`src/rtl/cau_pkg.sv`:
```
// Shared types, codes and helpers for the complex arithmetic unit.
package cau_pkg;

    localparam int DATA_W    = 32;
    localparam int PROD_W    = 64;
    localparam int QBITS     = 33;  // quotient and root bits, one per cell
    localparam int NUM_CELLS = QBITS;
    localparam int SQ_REM_W  = 36;
    localparam int SQ_X_W    = 2 * QBITS;
    localparam int DEF_FRAC_BITS = 16;

    typedef enum logic [2:0] {
        KIND_ADD  = 3'd0,
        KIND_SUB  = 3'd1,
        KIND_MUL  = 3'd2,
        KIND_DIV  = 3'd3,
        KIND_CONJ = 3'd4,
        KIND_MAG  = 3'd5
    } t_kind;

    // Record handed from cell to cell.
    typedef struct packed {
        logic [2:0]          kind;
        logic [DATA_W-1:0]   pre_re;
        logic [DATA_W-1:0]   pre_im;
        logic                pre_sat;
        logic                dz;
        logic                neg_re;
        logic                neg_im;
        logic                big_re;
        logic                big_im;
        logic [PROD_W-1:0]   den;
        logic [PROD_W-1:0]   rem_re;
        logic [PROD_W-1:0]   rem_im;
        logic [QBITS-1:0]    q_re;
        logic [QBITS-1:0]    q_im;
        logic [QBITS-1:0]    lo_re;
        logic [QBITS-1:0]    lo_im;
        logic [SQ_X_W-1:0]   x;
        logic [SQ_REM_W-1:0] sq_rem;
        logic [QBITS-1:0]    root;
    } t_cell;

    // Clip a wide signed value to 32 bits; MSB of the result is the clip flag.
    function automatic logic [DATA_W:0] clip32(input logic signed [PROD_W:0] v);
        logic [DATA_W:0] r;
        if (v > 65'sd2147483647) begin
            r = {1'b1, 32'h7fff_ffff};
        end else if (v < -65'sd2147483648) begin
            r = {1'b1, 32'h8000_0000};
        end else begin
            r = {1'b0, v[DATA_W-1:0]};
        end
        return r;
    endfunction

endpackage

```
`src/rtl/cau_back.sv`:
```
// Result selection, quotient and root clipping, output register.
module cau_back (
    input  logic                        i_clk,
    input  logic                        i_rst_n,
    input  logic                        i_en,
    input  logic                        i_valid,
    input  cau_pkg::t_cell              i_d,
    output logic                        o_valid,
    output logic [cau_pkg::DATA_W-1:0]  o_re,
    output logic [cau_pkg::DATA_W-1:0]  o_im,
    output logic                        o_sat,
    output logic                        o_dz
);
    import cau_pkg::*;

    logic r_valid;
    logic [DATA_W-1:0] r_re, r_im, n_re, n_im;
    logic r_sat, r_dz, n_sat;
    logic [DATA_W:0] d_re, d_im;

    function automatic logic [DATA_W:0] div_fin(input logic neg, input logic big,
                                               input logic [QBITS-1:0] q);
        logic [DATA_W:0] r;
        if (neg) begin
            if (big || q[QBITS-1] || (q[DATA_W-1] && (q[DATA_W-2:0] != '0))) begin
                r = {1'b1, 32'h8000_0000};
            end else begin
                r = {1'b0, DATA_W'(-q)};
            end
        end else if (big || q[QBITS-1] || q[DATA_W-1]) begin
            r = {1'b1, 32'h7fff_ffff};
        end else begin
            r = {1'b0, q[DATA_W-1:0]};
        end
        return r;
    endfunction

    always_comb begin
        d_re  = div_fin(i_d.neg_re, i_d.big_re, i_d.q_re);
        d_im  = div_fin(i_d.neg_im, i_d.big_im, i_d.q_im);
        n_re  = i_d.pre_re;
        n_im  = i_d.pre_im;
        n_sat = i_d.pre_sat;
        if (i_d.kind == KIND_DIV && !i_d.dz) begin
            n_re  = d_re[DATA_W-1:0];
            n_im  = d_im[DATA_W-1:0];
            n_sat = d_re[DATA_W] | d_im[DATA_W];
        end else if (i_d.kind == KIND_MAG) begin
            n_im  = '0;
            n_sat = i_d.root[QBITS-1] | i_d.root[DATA_W-1];
            n_re  = n_sat ? 32'h7fff_ffff : i_d.root[DATA_W-1:0];
        end
    end

    always_ff @(posedge i_clk) begin
        if (!i_rst_n) begin
            r_valid <= 1'b0;
        end else if (i_en) begin
            r_valid <= i_valid;
        end
    end

    always_ff @(posedge i_clk) begin
        if (i_en) begin
            r_re  <= n_re;
            r_im  <= n_im;
            r_sat <= n_sat;
            r_dz  <= i_d.dz;
        end
    end

    assign o_valid = r_valid;
    assign o_re    = r_re;
    assign o_im    = r_im;
    assign o_sat   = r_sat;
    assign o_dz    = r_dz;

endmodule

```
`config.mk`:
```
export PLATFORM = sky130hd
export DESIGN_NAME = cau_back
export DESIGN_NICKNAME = d
export VERILOG_FILES = /design/src/rtl/cau_pkg.sv /design/src/rtl/cau_back.sv
export SDC_FILE = /design/constraint.sdc
export NUM_CORES = 1
export LEC_CHECK = 0
export BUFFER_PORTS_ARGS = -buffer_cell sky130_fd_sc_hd__buf_2
export CAP_MARGIN = 20
export CORE_AREA = 2 2 232 234
export DETAILED_ROUTE_END_ITERATION = 8
export DIE_AREA = 0 0 234 236
export GPL_TIMING_DRIVEN = 0
export PLACE_DENSITY = 0.37
export SYNTH_ARGS = -nofsm -noshare
export SYNTH_HDL_FRONTEND = slang
export SYNTH_SLANG_ARGS = --single-unit
export TNS_END_PERCENT = 20
```
`constraint.sdc`:
```
create_clock -name i_clk -period 4.03 [get_ports i_clk]
set_input_delay 0.403 -clock i_clk [delete_from_list [all_inputs] [get_ports i_clk]]
set_output_delay 0.403 -clock i_clk [all_outputs]
set_load 0.01 [all_outputs]
```
==> metrics.md <==
| Metric | Value |
|---|---|
| RD Place Congestion | 0.873 |
| H-tree Lvls | 3 |
| Reg2reg path depth | 2 |
| Global route overflow | 0 |
| Crit-path cells | buf_2, inv_1, ha_1, or3b_2, clkbuf_1, nor4_2, nand2_1, o21ai_1, o21ai_0, o32ai_1 |
| Critical path buffers and inverters | 3 |
| Setup bufs post-CTS | 0 |
| Peak supply drop | slightly below 0.2 mV |
| Pre-Repair DR Iteration Count | 5 |
| R2r endpoint | o_valid |
| Power Dens Cells | ~290 nW/um2 |
| Initial antenna violation count | 17 |
| Area growth from synthesis to layout | 45.5% |
| Vias in the first global route | 6333 |
| Initial Util | slightly below 10% |
| CP peak stage delay | 660 ps |
| All-Layer GR Usage | 12.7% |
| CTS Buffer Depth | 2 |
| Achievable Freq | roughly 0.26 GHz |
| Predominant post-synthesis flop cell | edfxtp_1 |
| Die Wd | between 200 and 250 um |
| Worst-path cell with the longest stage delay | o21ai_1 |
| Post-CTS Resized | 0 |
| DR WL/cell | between 20 and 25 um |
| Clock skew | 0 ps |
| Yosys reg bits | 67 |
| Pre-CTS setup slack | -37.0 ps |
| IO buf count | approximately 240 |
| Post-synth EDFFs | 66 |
| Number of distinct library cells after synthesis | 68 |
| Largest net degree at the start of global routing | 52 |
| Worst Setup SP | i_d[234] |
| Share of layout cells above drive strength 1 | a little under a third |
| Worst Path Required | approximately 4100 ps |
| Total CTS buffers | 9 |
| WS Path Type | primary input to flip-flop |
| Post-route minimum period | 3920 ps |
| Commonest non-fill, non-tap cell in the layout | buf_2 |
| Commonest non-fill, non-tap cells in the layout | buf_2 (239), o21ai_0 (82), edfxtp_1 (66) |
| Clock Pin Slew Worst Setup and Hold Paths | roughly 60 ps |
| # DRC | 0 |
| Largest area contributor in the netlist | edfxtp_1 |
| Period utilization | approximately 100% |
| HP Class | primary input to flip-flop |
| Status | finished clean |
| Yosys warning count | 0 |
| Slew Limit Fails | 0 |
| Endpoints failing hold | 0 |
| Delay-heaviest family, CP | compound AO/OA/AOI/OAI gates |
| Die Area | 55200 um2 |
| Final setup fails | 0 |
| Dpl hpwl | slightly below 30000 um |
| Placed Cells | roughly 1600 |
| Hold Path Cell Cnt | 1 |
| Final Util | between 10% and 20% |
| R2R Path Start | o_valid |
| Post-synth top area share | between 30% and 40% |
| Peak fanout along the critical path | 8 |
| Hold EP | o_dz |
| Die height | about 240 um |
| Max-Cap Viols | 0 |
| Async SR Flop Fraction | 0% |
| First-pass GRT wire length | 48900 um |
| Arr. time, crit path | 3990 ps |
| Cell Area, Synth | about 5300 um2 |
| Clock sinks | 67 |
| Via count | around 6500 |
| Leakage power | roughly 2.6 nW |
| Row Count | 85 |
| Routed vias/inst | around 4 |
| Core area | between 50000 and 60000 um2 |
| Syn nets | about 1200 |
| Final Non-Filler Cells | about 1600 |
| R2r setup slk | 3440 ps |
| Worst relative slew slack | roughly a quarter |
| Routed WL | 35900 um |
| Worst skew pair latency | 350 ps |
| Post-route ant nets | 0 |
| Worst setup EP type | flip-flop |
| Final WS setup | between 100 and 150 ps |
| Layout Nets | roughly 1400 |
| Root Driver | clkbuf_16 |
| Synthesized area per cell | just over 8 um2 |
| Largest cells by area after synthesis | edfxtp_1 (38%), o21ai_0 (7.8%), or3_1 (5.6%) |
| Ports | ~600 |
| RSZ-0062 raised after global routing | no |
| Min-delay src | i_d[463] |
| Initial DRC Count | 490 |
| CTS tree | built |
| Synthesized instance count | 644 |
| CP startpoint kind | primary input |
| Worst-margin pin slew | 1080 ps |
| Part of the Yosys area used for sequential elements | between 30% and 40% |
| Hold Buf Count CTS | 0 |
[synth_stat cells, drive strengths merged, types with 5 or more instances]
master	count
a32oi	9
inv	14
or3b	6
nor2b	5
nand3	14
or3	49
edfxtp	66
o32ai	5
or2	7
o21ai	84
nor4	21
clkbuf	43
or4	14
nor3	40
a31oi	32
nor2	55
a21oi	55
nand2	48
o31ai	6
o211ai	7
[sequential cells by signal, indices dropped and copies added (netlist names)]
| signal | cells |
|---|---|
| o_re | 32 |
| o_sat | 1 |
| o_im | 32 |
| o_dz | 1 |
| o_valid | 1 |
[logic make-up after synthesis]
group	count (synthesis)	synth area share, %
AO/OA/AOI/OAI	232	27.2
AND/OR/NAND/NOR	276	28.4
adder cells (fa/ha/maj)	2	0.474
flip-flops	67	38.0
multiplexers	5	1.02
XOR/XNOR	1	0.166
buffers and inverters	61	4.79
[layer usage]
layer  vias to the layer above  part of all wire, %  track usage (%)
li1                       3050                    -                -
met5                         -                 0.13                0
met2                       278                   45             19.9
met4                         8                  4.2             5.50
met1                      3160                   45             16.9
met3                        45                  6.0             2.36
[worst max-delay path by stage]
stage	end	slack (ps)	cells past startpoint
finish	o_re[9]	110	10
global route	o_re[9]	70	10
CTS	o_re[25]	310	10
detailed placement	o_re[25]	-40	10
global placement	o_re[10]	-100	10
floorplan	o_sat	1060	9
[cell type report]
type	count	area [um2]
fillers	6098	45400
multi-input cells	516	3020
flip-flops and latches	67	2000
repair buffers	240	1230
well taps	696	871
clock buffers	11	233
plain buffers	47	200
clock inverters	5	53.8
inverters	14	52.6
diodes	7	17.5
[power breakdown]
part / internal, W / switching (W)
Combinational: 0.000183 / 0.000345
Sequential: 0.000843 / 0.0000199
Clock: 0.000478 / 0.000352
Total: 0.00150 / 0.000718
[through the flow]
step                      total power (W)  instance area [um2]  setup TNS (ps)  hold WS (ps)
after global routing              0.00231                 7670               0           235
after floorplan                   0.00107                 5270               0           502
after detailed placement          0.00141                 7370           -65.4           516
after CTS                         0.00225                 7660               0           223
final                             0.00222                 7670               0           239
after global placement            0.00141                 7340            -190           490
(Power assumes the default switching activity.)
