`src/rtl/cau_pkg.sv`:
```
// Shared types, codes and helpers for the complex arithmetic unit.
package cau_pkg;

    localparam int DATA_W    = 32;
    localparam int PROD_W    = 64;
    localparam int QBITS     = 33;  // quotient and root bits, one per cell
    localparam int NUM_CELLS = QBITS;
    localparam int SQ_REM_W  = 36;
    localparam int SQ_X_W    = 2 * QBITS;
    localparam int DEF_FRAC_BITS = 16;

    typedef enum logic [2:0] {
        KIND_ADD  = 3'd0,
        KIND_SUB  = 3'd1,
        KIND_MUL  = 3'd2,
        KIND_DIV  = 3'd3,
        KIND_CONJ = 3'd4,
        KIND_MAG  = 3'd5
    } t_kind;

    // Record handed from cell to cell.
    typedef struct packed {
        logic [2:0]          kind;
        logic [DATA_W-1:0]   pre_re;
        logic [DATA_W-1:0]   pre_im;
        logic                pre_sat;
        logic                dz;
        logic                neg_re;
        logic                neg_im;
        logic                big_re;
        logic                big_im;
        logic [PROD_W-1:0]   den;
        logic [PROD_W-1:0]   rem_re;
        logic [PROD_W-1:0]   rem_im;
        logic [QBITS-1:0]    q_re;
        logic [QBITS-1:0]    q_im;
        logic [QBITS-1:0]    lo_re;
        logic [QBITS-1:0]    lo_im;
        logic [SQ_X_W-1:0]   x;
        logic [SQ_REM_W-1:0] sq_rem;
        logic [QBITS-1:0]    root;
    } t_cell;

    // Clip a wide signed value to 32 bits; MSB of the result is the clip flag.
    function automatic logic [DATA_W:0] clip32(input logic signed [PROD_W:0] v);
        logic [DATA_W:0] r;
        if (v > 65'sd2147483647) begin
            r = {1'b1, 32'h7fff_ffff};
        end else if (v < -65'sd2147483648) begin
            r = {1'b1, 32'h8000_0000};
        end else begin
            r = {1'b0, v[DATA_W-1:0]};
        end
        return r;
    endfunction

endpackage

```
`src/rtl/cau_cell.sv`:
```
// One cell: a restoring divide step for both parts and one square-root step.
module cau_cell (
    input  logic           i_clk,
    input  logic           i_rst_n,
    input  logic           i_en,
    input  logic           i_valid,
    input  cau_pkg::t_cell i_d,
    output logic           o_valid,
    output cau_pkg::t_cell o_d
);
    import cau_pkg::*;

    t_cell r_d, n_d;
    logic  r_valid;
    logic [PROD_W:0]   t_re, t_im;
    logic [SQ_REM_W-1:0] sr, st;
    logic ge_re, ge_im, ge_sq;

    always_comb begin
        n_d = i_d;
        t_re  = {i_d.rem_re, i_d.lo_re[QBITS-1]};
        t_im  = {i_d.rem_im, i_d.lo_im[QBITS-1]};
        ge_re = t_re >= {1'b0, i_d.den};
        ge_im = t_im >= {1'b0, i_d.den};
        n_d.rem_re = ge_re ? PROD_W'(t_re - {1'b0, i_d.den}) : t_re[PROD_W-1:0];
        n_d.rem_im = ge_im ? PROD_W'(t_im - {1'b0, i_d.den}) : t_im[PROD_W-1:0];
        n_d.q_re  = {i_d.q_re[QBITS-2:0], ge_re};
        n_d.q_im  = {i_d.q_im[QBITS-2:0], ge_im};
        n_d.lo_re = {i_d.lo_re[QBITS-2:0], 1'b0};
        n_d.lo_im = {i_d.lo_im[QBITS-2:0], 1'b0};
        // digit-by-digit root, two radicand bits a step
        sr = {i_d.sq_rem[SQ_REM_W-3:0], i_d.x[SQ_X_W-1 -: 2]};
        st = SQ_REM_W'({i_d.root, 2'b01});
        ge_sq = sr >= st;
        n_d.sq_rem = ge_sq ? sr - st : sr;
        n_d.root   = {i_d.root[QBITS-2:0], ge_sq};
        n_d.x      = {i_d.x[SQ_X_W-3:0], 2'b00};
    end

    always_ff @(posedge i_clk) begin
        if (!i_rst_n) begin
            r_valid <= 1'b0;
        end else if (i_en) begin
            r_valid <= i_valid;
        end
    end

    always_ff @(posedge i_clk) begin
        if (i_en) begin
            r_d <= n_d;
        end
    end

    assign o_valid = r_valid;
    assign o_d     = r_d;

endmodule

```
`config.mk`:
```
export PLATFORM = sky130hd
export DESIGN_NAME = cau_cell
export DESIGN_NICKNAME = d
export VERILOG_FILES = /design/src/rtl/cau_pkg.sv /design/src/rtl/cau_cell.sv
export SDC_FILE = /design/constraint.sdc
export NUM_CORES = 1
export LEC_CHECK = 0
export BUFFER_PORTS_ARGS = -buffer_cell sky130_fd_sc_hd__buf_4
export CORE_AREA = 2 2 412 414
export DETAILED_ROUTE_END_ITERATION = 16
export DIE_AREA = 0 0 414 416
export PLACE_DENSITY = 0.43
export REMOVE_ABC_BUFFERS = 1
export SLEW_MARGIN = 40
export SYNTH_ARGS = -nofsm -noshare
export SYNTH_HDL_FRONTEND = slang
export SYNTH_SLANG_ARGS = --single-unit
```
`constraint.sdc`:
```
create_clock -name i_clk -period 3.75 [get_ports i_clk]
set_clock_uncertainty 0.1 [all_clocks]
set_input_delay 0.75 -clock i_clk [delete_from_list [all_inputs] [get_ports i_clk]]
set_output_delay 0.75 -clock i_clk [all_outputs]
set_load 0.02 [all_outputs]
```
==> impl_metrics.yaml <==
synthesis:
  synth-seq-cells: 529
  synth_top_area_frac: 0.578
  syn-cell-area_um2: 27400
  yosys_warnings: 0
  synthTopCellsByArea: "edfxtp_1 58%, ha_1 7.4%, a21oi_1 4.0%, o21ai_0 3.9%, nand2_1 3.4%"
  synthCells: 2389
  synth_top_family_by_area: "compound AO/OA/AOI/OAI gates"
  async_reset_ff_frac: 0
  synth_compound_area_frac: 0.160
  synth_ff_type: "edfxtp_1"
  yosys.area_share.adder: 0.0758
  synth_top_cell_by_area: "edfxtp_1"
  synth_edf_count: 528
  synth-simple-area-share: 0.0982
  muxShareOfSynthArea: 0.00606
  yosys-top-cells-count: "528 x edfxtp_1, 250 x nand2_1, 219 x a21oi_1"
  ys_types: 82
  yosysMostFrequentCell: "edfxtp_1"
  synth_area_per_cell_um2: 11.5
  synth_xor_area_frac: 0.0459
  synth_seq_area_share: 0.578
clock_tree:
  path_clk_slew_ps: 60
  cts_root_buf: "clkbuf_16"
  cts_max_level: 3
  cts_tree: "yes"
  clockBufferDepth: 3
  postCtsHoldBufs: 0
  clock_latency_ps: 660
  numCtsBuffers: 69
  cts_sinks: 529
route:
  wl_um: 154000
  vias_per_cell: 4.08
  wl_per_cell_um: 24.5
  drc: 0
  routed-via-count: 25700
  drtAntennaViolNets: 0
  drt-pass1-iter-count: 5
  drtIter0Drc: 1433
worst_setup_path:
  path_buf_inv: 4
  cp-end-kind: "flip-flop"
  critical_path.top_delay_family: "compound AO/OA/AOI/OAI gates"
  crit_start: "i_d[409]"
  slowest_delay_ps: 320
  crit_path_start_kind: "input pin"
  crit_required_ps: 4030
  crit_end: "o_d[292]"
  reg2reg_from: "o_valid"
  rr_worst_depth: 2
  crit_arrival_ps: 3980
  rr_endpoint: "o_valid"
  cp_max_fo: 33
  crit_cells: 14
  cp_cell_sequence: "buf_4 > inv_1 > ha_1 > a211oi_1 > o21ai_0 > a41o_1 > a31o_2 > o2111ai_2 > and3_4 > o311ai_4 > a31oi_4 > buf_12 > buf_4 > o21ai_0"
  slowest_stage: "o2111ai_2"
  rrSetupSlack_ps: 3060
  crit_type: "input pin to flip-flop"
global_route:
  grt_pass1_wl_um: 208000
  grt_usage: 0.172
  antenna_found_initial: 42
  grt_pass1_vias: 25500
  grt_overflow_total: 0
  grt_max_degree: 65
layout:
  syn2layout_area_growth_pct: 62.4
  final_util: 0.265
  drive_above_1_share: 0.438
  final_nets: 4717
sta:
  finalCritPeriodShare: 0.987
  hold_slack_ps: 150
  setup_viol: 0
  fmax_mhz: 270
  finalHoldViolations: 0
  tns_ps: 0
  slew_viol_final: 0
  worst_pin_slew_ps: 817
  period_needed_ps: 3700
  rsz0062_at_grt: "no"
  max_slew_margin: 0.450
power_and_ir_drop:
  cellLeakagePower_nw: 19.5
  peakVddDrop_mv: 0.308
  p_per_area_nw_per_um2: 446
placement:
  gp_congestion: 0.913
  io_buffers: 1060
  place_hpwl_um: 133000
job:
  maxCapViolations: 0
floorplanning:
  initial_core_util: 0.163
  core_area_um2: 168000
  die_area_um2: 172000
  die_w_um: 414
  chipHeight_um: 416
  std_cell_rows: 151
  ios: 1069
min_path:
  hp-class: "input pin to flip-flop"
status:
  outcome: "finished clean"
-- worst min-delay path by stage --
stage,depth (start not counted),slack (ps),start,end
final,1,150,i_d[505],o_d[505]
after global placement,2,400,o_valid,o_valid
after detailed placement,2,420,o_valid,o_valid
after global routing,1,100,i_d[257],o_d[258]
after floorplan,2,490,o_valid,o_valid
after CTS,1,60,i_d[121],o_d[123]
-- power breakdown --
part,internal (mW),switching (mW)
clock network,3.71,2.77
logic,2.57,3.30
registers,7.28,0.273
-- state kept, by name, indices dropped and copies added (netlist names) --
name and flops:
o_d 528, o_valid 1
-- per-stage QoR --
stage               power, mW  std cells  cell area (um2)  worst slack (ps)
floorplan                10.0       2303            27000             -2150
global placement         13.6       6163            42400              -732
detailed placement       13.6       6163            42400              -728
CTS                      20.2       6285            44500              3.37
global route             20.8       6287            44600              11.3
finish                   19.9       6287            44600              50.5
-- placed cells by master (no fill, tap or decap), types with 6 or more instances in the layout --
cell | synthesis | routed
clkbuf_1 | 55 | 17
o21a_1 | 9 | 9
nand2b_1 | 33 | 33
inv_1 | 149 | 149
nor3_1 | 27 | 27
a211oi_1 | 20 | 19
nand2_1 | 250 | 250
clkinv_2 | 0 | 13
nor2b_1 | 21 | 20
and3_1 | 11 | 11
nand3_1 | 32 | 32
o211ai_1 | 10 | 10
o21ai_0 | 213 | 212
edfxtp_1 | 528 | 528
ha_1 | 163 | 163
a21oi_1 | 219 | 219
and2_1 | 6 | 6
o31ai_1 | 18 | 18
mux2_2 | 13 | 13
nor2_1 | 128 | 128
xor2_1 | 45 | 45
o21bai_1 | 39 | 39
xnor2_1 | 99 | 99
clkbuf_16 | 0 | 70
o21ai_1 | 5 | 6
a21boi_0 | 8 | 8
buf_12 | 0 | 19
buf_4 | 4 | 1622
or3_1 | 9 | 9
nor4_1 | 8 | 8
clkinv_1 | 0 | 13
nand4_1 | 42 | 42
a31oi_1 | 15 | 15
a21o_1 | 81 | 81
-- area by class of cell --
class / count / area, um2
multi-input cells: 1623 / 10700
clock inverters: 35 / 297
repair buffers: 1642 / 12600
diodes: 2 / 5.00
inverters: 151 / 567
flip-flops and latches: 529 / 15900
well taps: 2218 / 2780
clock buffers: 87 / 1820
fillers: 18100 / 124000
-- what timing repair did --
| action | in CTS | in global routing |
|---|---|---|
| gates resized for setup | 0 | 13 |
| setup buffers | 0 | 0 |
| endpoints found under the setup margin | 0 | 80 |
-- kinds of logic after synthesis --
group,Yosys count
compound gates,708
simple gates,587
flops,529
buf+inv,240
fa+ha+maj,165
xor+xnor,144
mux,15
other cells,1
-- per-layer routing --
metal | wire length [um] | track usage | up-vias
li1 | - | - | 12100
met2 | 81200 | 0.324 | 913
met5 | 94 | 0 | -
met3 | 9280 | 0.0421 | 213
met4 | 5420 | 0.0571 | 16
met1 | 58200 | 0.188 | 12400
Power figures use the tool's default switching activity.
